### config.mk
export PLATFORM = sky130hd
export DESIGN_NAME = clipped_line_rasterizer_top
export DESIGN_NICKNAME = d
export VERILOG_FILES = /design/src/rtl/core/clr_pkg.sv /design/src/rtl/core/clipped_line_rasterizer_top.sv
export SDC_FILE = /design/constraint.sdc
export NUM_CORES = 1
export LEC_CHECK = 0
export BUFFER_PORTS_ARGS = -buffer_cell sky130_fd_sc_hd__buf_4
export CORE_UTILIZATION = 55
export CTS_CLUSTER_DIAMETER = 150
export DETAILED_ROUTE_END_ITERATION = 6
export GPL_ROUTABILITY_DRIVEN = 0
export GPL_TIMING_DRIVEN = 0
export PLACE_DENSITY = 0.74
export SYNTH_ARGS = -nofsm -noshare
export SYNTH_HDL_FRONTEND = slang
export SYNTH_SLANG_ARGS = --single-unit
### constraint.sdc
create_clock -name clk -period 7.6 [get_ports clk]
set_input_delay 1.52 -clock clk [delete_from_list [all_inputs] [get_ports clk]]
set_output_delay 1.52 -clock clk [all_outputs]
set_load 0.03 [all_outputs]
### src/rtl/core/clr_pkg.sv
// Shared types, widths and helpers for the clipped line rasterizer.
// Used by clipped_line_rasterizer_top; depends on nothing else.
`default_nettype none

package clr_pkg;

  // Coordinate and screen widths
  localparam int COORD_BITS  = 16;
  localparam int SCREEN_BITS = 12;

  // Derived widths
  localparam int DX_W  = COORD_BITS + 1;   // absolute delta
  localparam int ERR_W = COORD_BITS + 3;   // Bresenham error, signed
  localparam int DIM_W = SCREEN_BITS + 1;  // effective screen size
  localparam int CFG_W = 13;               // configuration register width
  localparam int CFG_IDX_W = 1;
  localparam int CMP_W = (COORD_BITS > DIM_W) ? COORD_BITS : DIM_W;
  localparam int EXT_W = (CFG_W > DIM_W) ? CFG_W : DIM_W;

  localparam logic [DIM_W-1:0] SCREEN_LIM = DIM_W'(1) << SCREEN_BITS;

  localparam logic [CFG_W-1:0] WIDTH_RESET  = CFG_W'(640);
  localparam logic [CFG_W-1:0] HEIGHT_RESET = CFG_W'(480);

  // Request codes
  typedef enum logic [0:0] {
    OP_START = 1'b0,
    OP_TICK  = 1'b1
  } op_t;

  // Configuration register indexes
  typedef enum logic [CFG_IDX_W-1:0] {
    REG_SCREEN_WIDTH  = 1'b0,
    REG_SCREEN_HEIGHT = 1'b1
  } cfg_reg_t;

  typedef struct packed {
    op_t                           operation;
    logic signed [COORD_BITS-1:0]  start_x;
    logic signed [COORD_BITS-1:0]  start_y;
    logic signed [COORD_BITS-1:0]  end_x_in;
    logic signed [COORD_BITS-1:0]  end_y_in;
  } in_item_t;

  typedef struct packed {
    logic                    pixel_valid;
    logic [SCREEN_BITS-1:0]  pixel_x;
    logic [SCREEN_BITS-1:0]  pixel_y;
    logic                    line_done;
    logic                    any_visible;
    logic [SCREEN_BITS-1:0]  first_vis_x;
    logic [SCREEN_BITS-1:0]  first_vis_y;
    logic [SCREEN_BITS-1:0]  last_vis_x;
    logic [SCREEN_BITS-1:0]  last_vis_y;
  } out_item_t;

  typedef struct packed {
    logic [SCREEN_BITS-1:0] x;
    logic [SCREEN_BITS-1:0] y;
  } point_t;

  // Clamp a screen size register to the addressable range
  function automatic logic [DIM_W-1:0] eff_dim(input logic [CFG_W-1:0] r);
    logic [DIM_W-1:0] res;
    if (EXT_W'(r) > EXT_W'(SCREEN_LIM)) begin
      res = SCREEN_LIM;
    end else begin
      res = DIM_W'(r);
    end
    return res;
  endfunction

endpackage

`default_nettype wire

### src/rtl/core/clipped_line_rasterizer_top.sv
// Clipped Bresenham line generator: start requests load a line, tick requests
// step a busy line and return one result each; idle ticks are dropped. Depends on clr_pkg.
//
//  channel | signals                         | direction | payload
//  --------+---------------------------------+-----------+-------------------
//  in      | in_valid / in_ready / in_data   | into      | in_item_t
//  out     | out_valid / out_ready / out_data| out of    | out_item_t
//  cfg     | cfg_we / cfg_index / cfg_data   | into      | screen size regs
//
// One request per cycle unless a result waits in the output register; a tick's
// result appears there the cycle after it is accepted. All stepping is one pass
// of logic between the line state registers and the output register.
// Reset is synchronous; it idles the generator and restores a 640 x 480 screen.
// in_ready drops during reset and while a result sits unaccepted in the output
// register.
`default_nettype none

module clipped_line_rasterizer_top import clr_pkg::*; (
  input  wire logic                  clk,
  input  wire logic                  rst,
  input  wire logic                  in_valid,
  output logic                       in_ready,
  input  wire in_item_t              in_data,
  output logic                       out_valid,
  input  wire logic                  out_ready,
  output out_item_t                  out_data,
  input  wire logic                  cfg_we,
  input  wire logic [CFG_IDX_W-1:0]  cfg_index,
  input  wire logic [CFG_W-1:0]      cfg_data
);

  // Configuration registers
  logic [CFG_W-1:0] screen_width;
  logic [CFG_W-1:0] screen_height;

  // Line state
  logic signed [COORD_BITS-1:0] cur_x, cur_y, target_x, target_y;
  logic                         dir_x_neg, dir_y_neg;
  logic [DX_W-1:0]              abs_dx, abs_dy;
  logic signed [ERR_W-1:0]      error_term;
  logic                         started;
  logic                         busy;
  point_t                       first_point, last_point;

  // Combinational signals
  logic                         in_fire;
  logic                         is_start;
  logic                         tick_live;
  logic signed [DX_W-1:0]       diff_x, diff_y;
  logic [DX_W-1:0]              init_dx, init_dy;
  logic signed [ERR_W-1:0]      init_err;
  logic [DIM_W-1:0]             dim_w, dim_h;
  logic                         on_screen;
  logic                         done_now;
  logic                         step_x, step_y;
  logic signed [ERR_W-1:0]      dx_e, dy_e;
  logic signed [ERR_W-1:0]      error_next;
  logic signed [COORD_BITS-1:0] cur_x_next, cur_y_next;
  point_t                       cur_point;
  point_t                       first_next, last_next;
  logic                         started_next;
  out_item_t                    result_next;

  assign in_ready  = (!out_valid || out_ready) && !rst;
  assign in_fire   = in_valid && in_ready;
  assign is_start  = (in_data.operation == OP_START);
  assign tick_live = in_fire && !is_start && busy;

  // Prepare deltas, directions and initial error for a start request
  always_comb begin
    diff_x  = DX_W'(in_data.end_x_in) - DX_W'(in_data.start_x);
    diff_y  = DX_W'(in_data.end_y_in) - DX_W'(in_data.start_y);
    init_dx = diff_x[DX_W-1] ? DX_W'(-diff_x) : DX_W'(diff_x);
    init_dy = diff_y[DX_W-1] ? DX_W'(-diff_y) : DX_W'(diff_y);
    if (init_dx > init_dy) begin
      init_err = signed'(ERR_W'(init_dx >> 1));
    end else begin
      init_err = -signed'(ERR_W'(init_dy >> 1));
    end
  end

  // Clip test, finish test and one Bresenham step
  always_comb begin
    dim_w  = eff_dim(screen_width);
    dim_h  = eff_dim(screen_height);
    on_screen = !cur_x[COORD_BITS-1] && !cur_y[COORD_BITS-1] &&
                (CMP_W'(unsigned'(cur_x)) < CMP_W'(dim_w)) &&
                (CMP_W'(unsigned'(cur_y)) < CMP_W'(dim_h));

    cur_point.x = cur_x[SCREEN_BITS-1:0];
    cur_point.y = cur_y[SCREEN_BITS-1:0];

    started_next = started || on_screen;
    first_next   = (started || !on_screen) ? first_point : cur_point;
    last_next    = on_screen ? cur_point : last_point;

    done_now = (!on_screen && started) || (cur_x == target_x && cur_y == target_y);

    dx_e   = signed'(ERR_W'(abs_dx));
    dy_e   = signed'(ERR_W'(abs_dy));
    step_x = (error_term > -dx_e);
    step_y = (error_term < dy_e);
    error_next = error_term - (step_x ? dy_e : ERR_W'(0)) + (step_y ? dx_e : ERR_W'(0));
    cur_x_next = step_x ? (dir_x_neg ? cur_x - COORD_BITS'(1) : cur_x + COORD_BITS'(1))
                        : cur_x;
    cur_y_next = step_y ? (dir_y_neg ? cur_y - COORD_BITS'(1) : cur_y + COORD_BITS'(1))
                        : cur_y;

    result_next             = '0;
    result_next.pixel_valid = on_screen;
    if (on_screen) begin
      result_next.pixel_x = cur_point.x;
      result_next.pixel_y = cur_point.y;
    end
    result_next.line_done = done_now;
    if (done_now && started_next) begin
      result_next.any_visible = 1'b1;
      result_next.first_vis_x = first_next.x;
      result_next.first_vis_y = first_next.y;
      result_next.last_vis_x  = last_next.x;
      result_next.last_vis_y  = last_next.y;
    end
  end

  // Write configuration registers
  always_ff @(posedge clk) begin
    if (rst) begin
      screen_width  <= WIDTH_RESET;
      screen_height <= HEIGHT_RESET;
    end else if (cfg_we) begin
      case (cfg_reg_t'(cfg_index))
        REG_SCREEN_WIDTH:  screen_width  <= cfg_data;
        REG_SCREEN_HEIGHT: screen_height <= cfg_data;
        default: ;
      endcase
    end
  end

  // Load a new line on start, advance it on tick
  always_ff @(posedge clk) begin
    if (rst) begin
      busy    <= 1'b0;
      started <= 1'b0;
    end else if (in_fire && is_start) begin
      cur_x       <= in_data.start_x;
      cur_y       <= in_data.start_y;
      target_x    <= in_data.end_x_in;
      target_y    <= in_data.end_y_in;
      dir_x_neg   <= diff_x[DX_W-1] || (diff_x == '0);
      dir_y_neg   <= diff_y[DX_W-1] || (diff_y == '0);
      abs_dx      <= init_dx;
      abs_dy      <= init_dy;
      error_term  <= init_err;
      started     <= 1'b0;
      busy        <= 1'b1;
      first_point <= '0;
      last_point  <= '0;
    end else if (tick_live) begin
      started     <= started_next;
      first_point <= first_next;
      last_point  <= last_next;
      if (done_now) begin
        busy <= 1'b0;
      end else begin
        cur_x      <= cur_x_next;
        cur_y      <= cur_y_next;
        error_term <= error_next;
      end
    end
  end

  // Hold the result until the consumer takes it
  always_ff @(posedge clk) begin
    if (rst) begin
      out_valid <= 1'b0;
    end else if (tick_live) begin
      out_valid <= 1'b1;
    end else if (out_ready) begin
      out_valid <= 1'b0;
    end
  end

  always_ff @(posedge clk) begin
    if (tick_live) begin
      out_data <= result_next;
    end
  end

`ifndef NO_ASSERTIONS
  // A start request always leaves the generator busy
  a_start_busy: assert property (@(posedge clk) disable iff (rst)
    (in_fire && is_start) |=> busy)
    else $error("start request did not arm the generator");

  // A finishing tick idles the generator
  a_done_idle: assert property (@(posedge clk) disable iff (rst)
    (tick_live && done_now) |=> !busy)
    else $error("generator still busy after line finished");

  // A result that plots nothing carries zero coordinates
  a_pix_zero: assert property (@(posedge clk) disable iff (rst)
    (out_valid && !out_data.pixel_valid) |->
      (out_data.pixel_x == '0 && out_data.pixel_y == '0))
    else $error("non-plotting result carries coordinates");

  // Visibility summary only accompanies a finished line
  a_vis_done: assert property (@(posedge clk) disable iff (rst)
    (out_valid && !out_data.line_done) |-> !out_data.any_visible)
    else $error("visibility reported before line finished");
`endif

endmodule

`default_nettype wire

## Word level (Yosys, flattened, before mapping)

Index checks and enable logic that the tools add are counted.

- Muxes and demuxes: 30
- Eq/ne operators: 3
- $lt $le $gt $ge: 7
- Reduce and logical (&&, ||, !) cells: 38
- Bitwise logic cells: 3
- Add/subtract/negate cells: 12

Operator list:

| kind | number |
|---|---|
| 2-to-1 mux 16 bit | 10 |
| 2-to-1 mux 24 bit | 4 |
| 2-to-1 mux 19 bit | 4 |
| 2-to-1 mux 17 bit | 4 |
| 2-to-1 mux 49 bit | 1 |
| logical NOT 17 bit | 2 |
| negation 17 bit | 2 |
| subtractor 16 x 16 -> 17 bit | 2 |
| adder 16 x 2 -> 16 bit (second input constant) | 2 |
| equality test 16 bit | 2 |
| less-than comparator 16 x 13 -> 1 bit | 2 |
| subtractor 16 x 2 -> 16 bit (second input constant) | 2 |
| > comparator 13 bit (second input constant) | 2 |
| 2-to-1 mux 13 bit | 2 |
| adder 19 x 18 -> 19 bit | 1 |
| > comparator 19 bit | 1 |
| less-than comparator 19 x 18 -> 1 bit | 1 |
| negation 16 -> 19 bit | 1 |
| negation 17 -> 19 bit | 1 |
| subtractor 19 x 18 -> 19 bit | 1 |
| > comparator 17 bit | 1 |
| logical AND 1 bit | 11 |
| AND reduction 2 bit | 5 |
| nonzero test 2 bit | 5 |
| 8 further kinds | 24 |

- Register bits: 271
- Logic and storage cells: 120
- Output and inout port bits: 77

## Longest topological paths before layout

- Depth after elaboration: 11
- Gate-level depth with buffers: 30

## Least setup slack after synthesis

No wires, ideal clock.

- Path kind: input -> register
- Start point: input port in_data[16] (netlist name)
- End point: register error_term[15] (data pin)
- Arrival time: 6.243 ns
- Slack: 1.228 ns
- Setup time: 0.129 ns
- Buffers on the path: 1
- Stages on the path: 24
- Cell sequence: inv_1 > ha_1 > inv_1 > fa_1 > a211oi_1 > or2_1 > a21o_1 > nor3_1 > or3_1 > a41o_1 > or4_1 > nand2_1 > xnor2_1 > ha_1 > a21o_1 > a21o_1 > a21oi_1 > o21ai_0 > a2111oi_0 > nor3_1 > clkbuf_1 > or2b_2 > nor3_1 > a211o_1

- Longest elaborated chain between the ends: 6

Ends and longest elaborated chain:

| element | line | source |
|---|---|---|
| start, declared | clipped_line_rasterizer_top.sv:23 | `input wire in_item_t in_data,` |
| subtractor 16 x 16 -> 17 bit * | clipped_line_rasterizer_top.sv:71 | `diff_x = DX_W'(in_data.end_x_in) - DX_W'(in_data.start_x);` |
| negation 17 bit | clipped_line_rasterizer_top.sv:73 | `init_dx = diff_x[DX_W-1] ? DX_W'(-diff_x) : DX_W'(diff_x);` |
| 2-to-1 mux 17 bit * | clipped_line_rasterizer_top.sv:73 |  |
| net init_dx[14] | clipped_line_rasterizer_top.sv:50 | `logic [DX_W-1:0] init_dx, init_dy;` |
| > comparator 17 bit * | clipped_line_rasterizer_top.sv:75 | `if (init_dx > init_dy) begin` |
| 2-to-1 mux 19 bit * | clipped_line_rasterizer_top.sv:75 |  |
| 2-to-1 mux 19 bit * | clipped_line_rasterizer_top.sv:144 | `end else if (in_fire && is_start) begin` |
| end signal, assigned | clipped_line_rasterizer_top.sv:153 | `error_term <= init_err;` |
| end signal, assigned | clipped_line_rasterizer_top.sv:167 | `error_term <= error_next;` |
| end, declared | clipped_line_rasterizer_top.sv:40 | `logic signed [ERR_W-1:0] error_term;` |

Mark *: on every way through the listed nets, which the timed path passes. The rest lies on a longest branch.
A chain may end at the register's enable or synchronous reset.

## Worst setup path in the final report

- Start point: input port in_data[16] (netlist name)
- End point: register error_term[17] (data pin)

The elaborated chain is that of the path after synthesis.

==> flow_metrics.py <==
metrics = {
    "worst_hold_path": {
        "holdPathStages": 2,
        "worstHoldEndpoint": "screen_width[12]",
        "holdCritStartpoint": "screen_width[12]",
        "hold_class": "reg2reg",
    },
    "clocking": {
        "htreeDepth": 1,
        "cts_root_buffer": "clkbuf_16",
        "path_clk_slew_ns": 0.06,
        "ctsHoldBuffers": 0,
        "cts_buffer_depth": 3,
        "cts_sinks": 271,
        "numCtsBuffers": 30,
        "cts_tree": "done",
        "insertion_delay_ns": 0.56,
    },
    "power": {
        "leakage_nw": 8.69,
        "p_total_mw": 6.81,
        "ir_drop_uv": 194,
        "powerDensity_nw_per_um2": 318,
    },
    "synthesis": {
        "synth_top_flop_cell": "edfxtp_1",
        "synthAdderAreaFrac_pct": 13.1,
        "yosys_register_bits": 271,
        "yosys_warnings": 0,
        "synth-simple-area-share_pct": 16.9,
        "yosysMostFrequentCell": "edfxtp_1",
        "yosysUniqueCellTypes": 93,
        "muxShareOfSynthArea_pct": 3.02,
        "avgSynthCellArea_um2": 9.87,
        "synth_top_family_by_area": "simple AND/OR/NAND/NOR gates",
        "synth_area_um2": 18500,
        "syn_inst": 1876,
        "synth_top_area_cell": "edfxtp_1",
        "synth_top_area_share_pct": 39.2,
        "synthArstFlopShare_pct": 0,
        "seq_area_frac_synth_pct": 42.4,
        "synthTopCellsByCount": "edfxtp_1, nor2_1, inv_1, ha_1, nand2_1",
        "synth_compound_area_share_pct": 13.0,
        "synth-edff-count": 242,
        "synth_xor_area_share_pct": 6.92,
        "synth_nets": 2141,
        "synthTopCellsByArea": "edfxtp_1, ha_1, nor2_1",
    },
    "routing": {
        "wire_per_inst_um": 20.5,
        "drc_errors": 0,
        "firstDrtPassIters": 5,
        "drtAntennaViolNets": 0,
        "routed_wl_um": 52100,
        "vias": 15185,
        "viasPerCell": 5.98,
        "drt_iter0_markers": 1532,
    },
    "floorplan": {
        "core_um2": 32900,
        "dieArea_um2": 34400,
        "num_rows": 66,
        "die_x_um": 185,
        "start_util_pct": 56.3,
        "dieHeight_um": 185,
        "ios": 161,
    },
    "final_layout": {
        "finalNetCount": 2335,
        "final_util_pct": 65.2,
        "multi_input_area_um2": 9840,
        "layout-drive-gt1-share_pct": 12.8,
        "fin_area_um2": 21400,
        "syn_to_final_growth_pct": 15.7,
        "fin_cells": 2538,
        "nFillCells": 2641,
        "seq_area_um2": 7850,
    },
    "timing": {
        "timing.final.ws_setup_ns": 0.416,
        "worst_pin_slew_ns": 1.18,
        "worst_hold_slack_ns": 0.460,
        "slew_headroom_pct": 21.5,
        "finalCriticalPeriod_ns": 7.18,
        "fmax_ghz": 0.139,
        "setup_viol": 0,
        "hold_violations": 0,
        "fin_skew_ns": 0.0111,
        "grt_setup_unrepaired": "no",
        "slew_viol_final": 0,
        "setup_tns_ns": 0,
        "finalCritPeriodShare_pct": 94.5,
    },
    "place": {
        "dp_slack_ns": -0.183,
        "dpl_cell_area_um2": 20300,
        "dp_hpwl_um": 39800,
        "dp.cells": 2481,
        "port_buffers": 160,
    },
    "grt": {
        "antenna_found_initial": 3,
        "grt_pass1_wl_um": 79800,
        "grt_max_degree": 77,
        "grt_pass1_vias": 14653,
        "grt_overflow": 0,
        "grt_use_total_pct": 30.4,
    },
    "setup_path": {
        "crit_fanout": 10,
        "endpoint_kind": "flip-flop",
        "cp.arrival_ns": 7.53,
        "reg2regPathDepth": 27,
        "reg2reg_to": "error_term[18]",
        "cp-start-kind": "input port",
        "cp_data_required_time_ns": 7.94,
        "reg2reg_from": "abs_dx[2]",
        "rrSetupSlack_ns": 0.44,
        "worstSetupPathType": "in2reg",
    },
    "job": {
        "maxCapViolCount": 0,
    },
    "status": {
        "status": "completed",
    },
}
## layer usage
layer / part of all wire (%) / vias up / GRT usage (%)
met1: 44 / 7276 / 43.5
met2: 44 / 735 / 46.8
met3: 9.2 / 117 / 4.93
li1: - / 7057 / -
met5: 0 / - / 0
met4: 3.4 / 0 / 10.4
## critical path, stage by stage
cell and delay (ns):
buf_4 0.13, inv_1 0.05, ha_1 0.20, inv_1 0.07
fa_1 0.41, a211oi_1 0.36, or2_1 0.18, a211oi_1 0.10
o31ai_1 0.40, o21a_1 0.23, nor2b_1 0.07, o31ai_1 0.34
clkbuf_1 0.41, o21ai_0 0.27, ha_1 0.38, nor2b_1 0.14
o21a_1 0.17, o21a_1 0.16, o21a_1 0.15, o21ai_0 0.18
a21oi_1 0.10, a2111oi_0 0.39, nor3_1 0.11, clkbuf_1 0.27
or2b_2 0.42, o22ai_1 0.33
## how the worst max path moves through the flow
stage                              from              to  slack (ns)
after floorplan             in_data[16]  error_term[15]        1.23
after global placement    error_term[1]  error_term[17]       -0.06
after detailed placement  error_term[1]  error_term[17]       -0.18
after CTS                 error_term[1]  error_term[17]        0.16
after global routing          abs_dx[2]  error_term[18]        0.02
final                       in_data[16]  error_term[17]        0.42
## registers in the layout (all words and copies together), names as in the netlist
register,cells
abs_dx,17
abs_dy,17
busy,1
cur_x,16
cur_y,16
dir_x_neg,1
dir_y_neg,1
error_term,19
first_point,24
last_point,24
out_data,75
out_valid,1
screen_height,13
screen_width,13
started,1
target_x,16
target_y,16
## cells by family after synthesis
logic type	after synthesis
flip-flops	271
buffers and inverters	225
multiplexers	55
adder cells (fa/ha/maj)	181
AO/OA/AOI/OAI	367
XOR/XNOR	142
AND/OR/NAND/NOR	635
## layout by cell type, fill, tap and decap left out, drive strengths merged, types with 47 or more instances in the layout
cell	instances
mux2i	51
inv	167
a21oi	121
buf	179
nor2	199
and2	47
clkbuf	82
ha	160
o21ai	68
edfxtp	242
nand2	156
xor2	67
xnor2	75
## where the power goes
group	switching [mW]	internal (mW)	total [mW]
sequential	0.114	1.86	1.98
clock	0.607	0.931	1.54
combinational	1.91	1.39	3.30
total	2.63	4.18	6.81
## cell type report
class / instances / share of cell area, %
timing repair buffer: 163 / 5.90
inverter: 167 / 2.94
sequential: 271 / 36.6
clock inverter: 14 / 0.829
antenna: 3 / 0.0350
tap: 442 / 2.58
clock buffer: 41 / 4.04
buffer: 57 / 1.16
multi-input combinational: 1380 / 45.9
## repair_timing
item	4_1_cts	5_1_grt
pin swaps	0	0
setup buffers	0	0
resized for setup	1	4
endpoints found under the setup margin	5	7
Note: power is estimated with default switching activity, not from simulation.
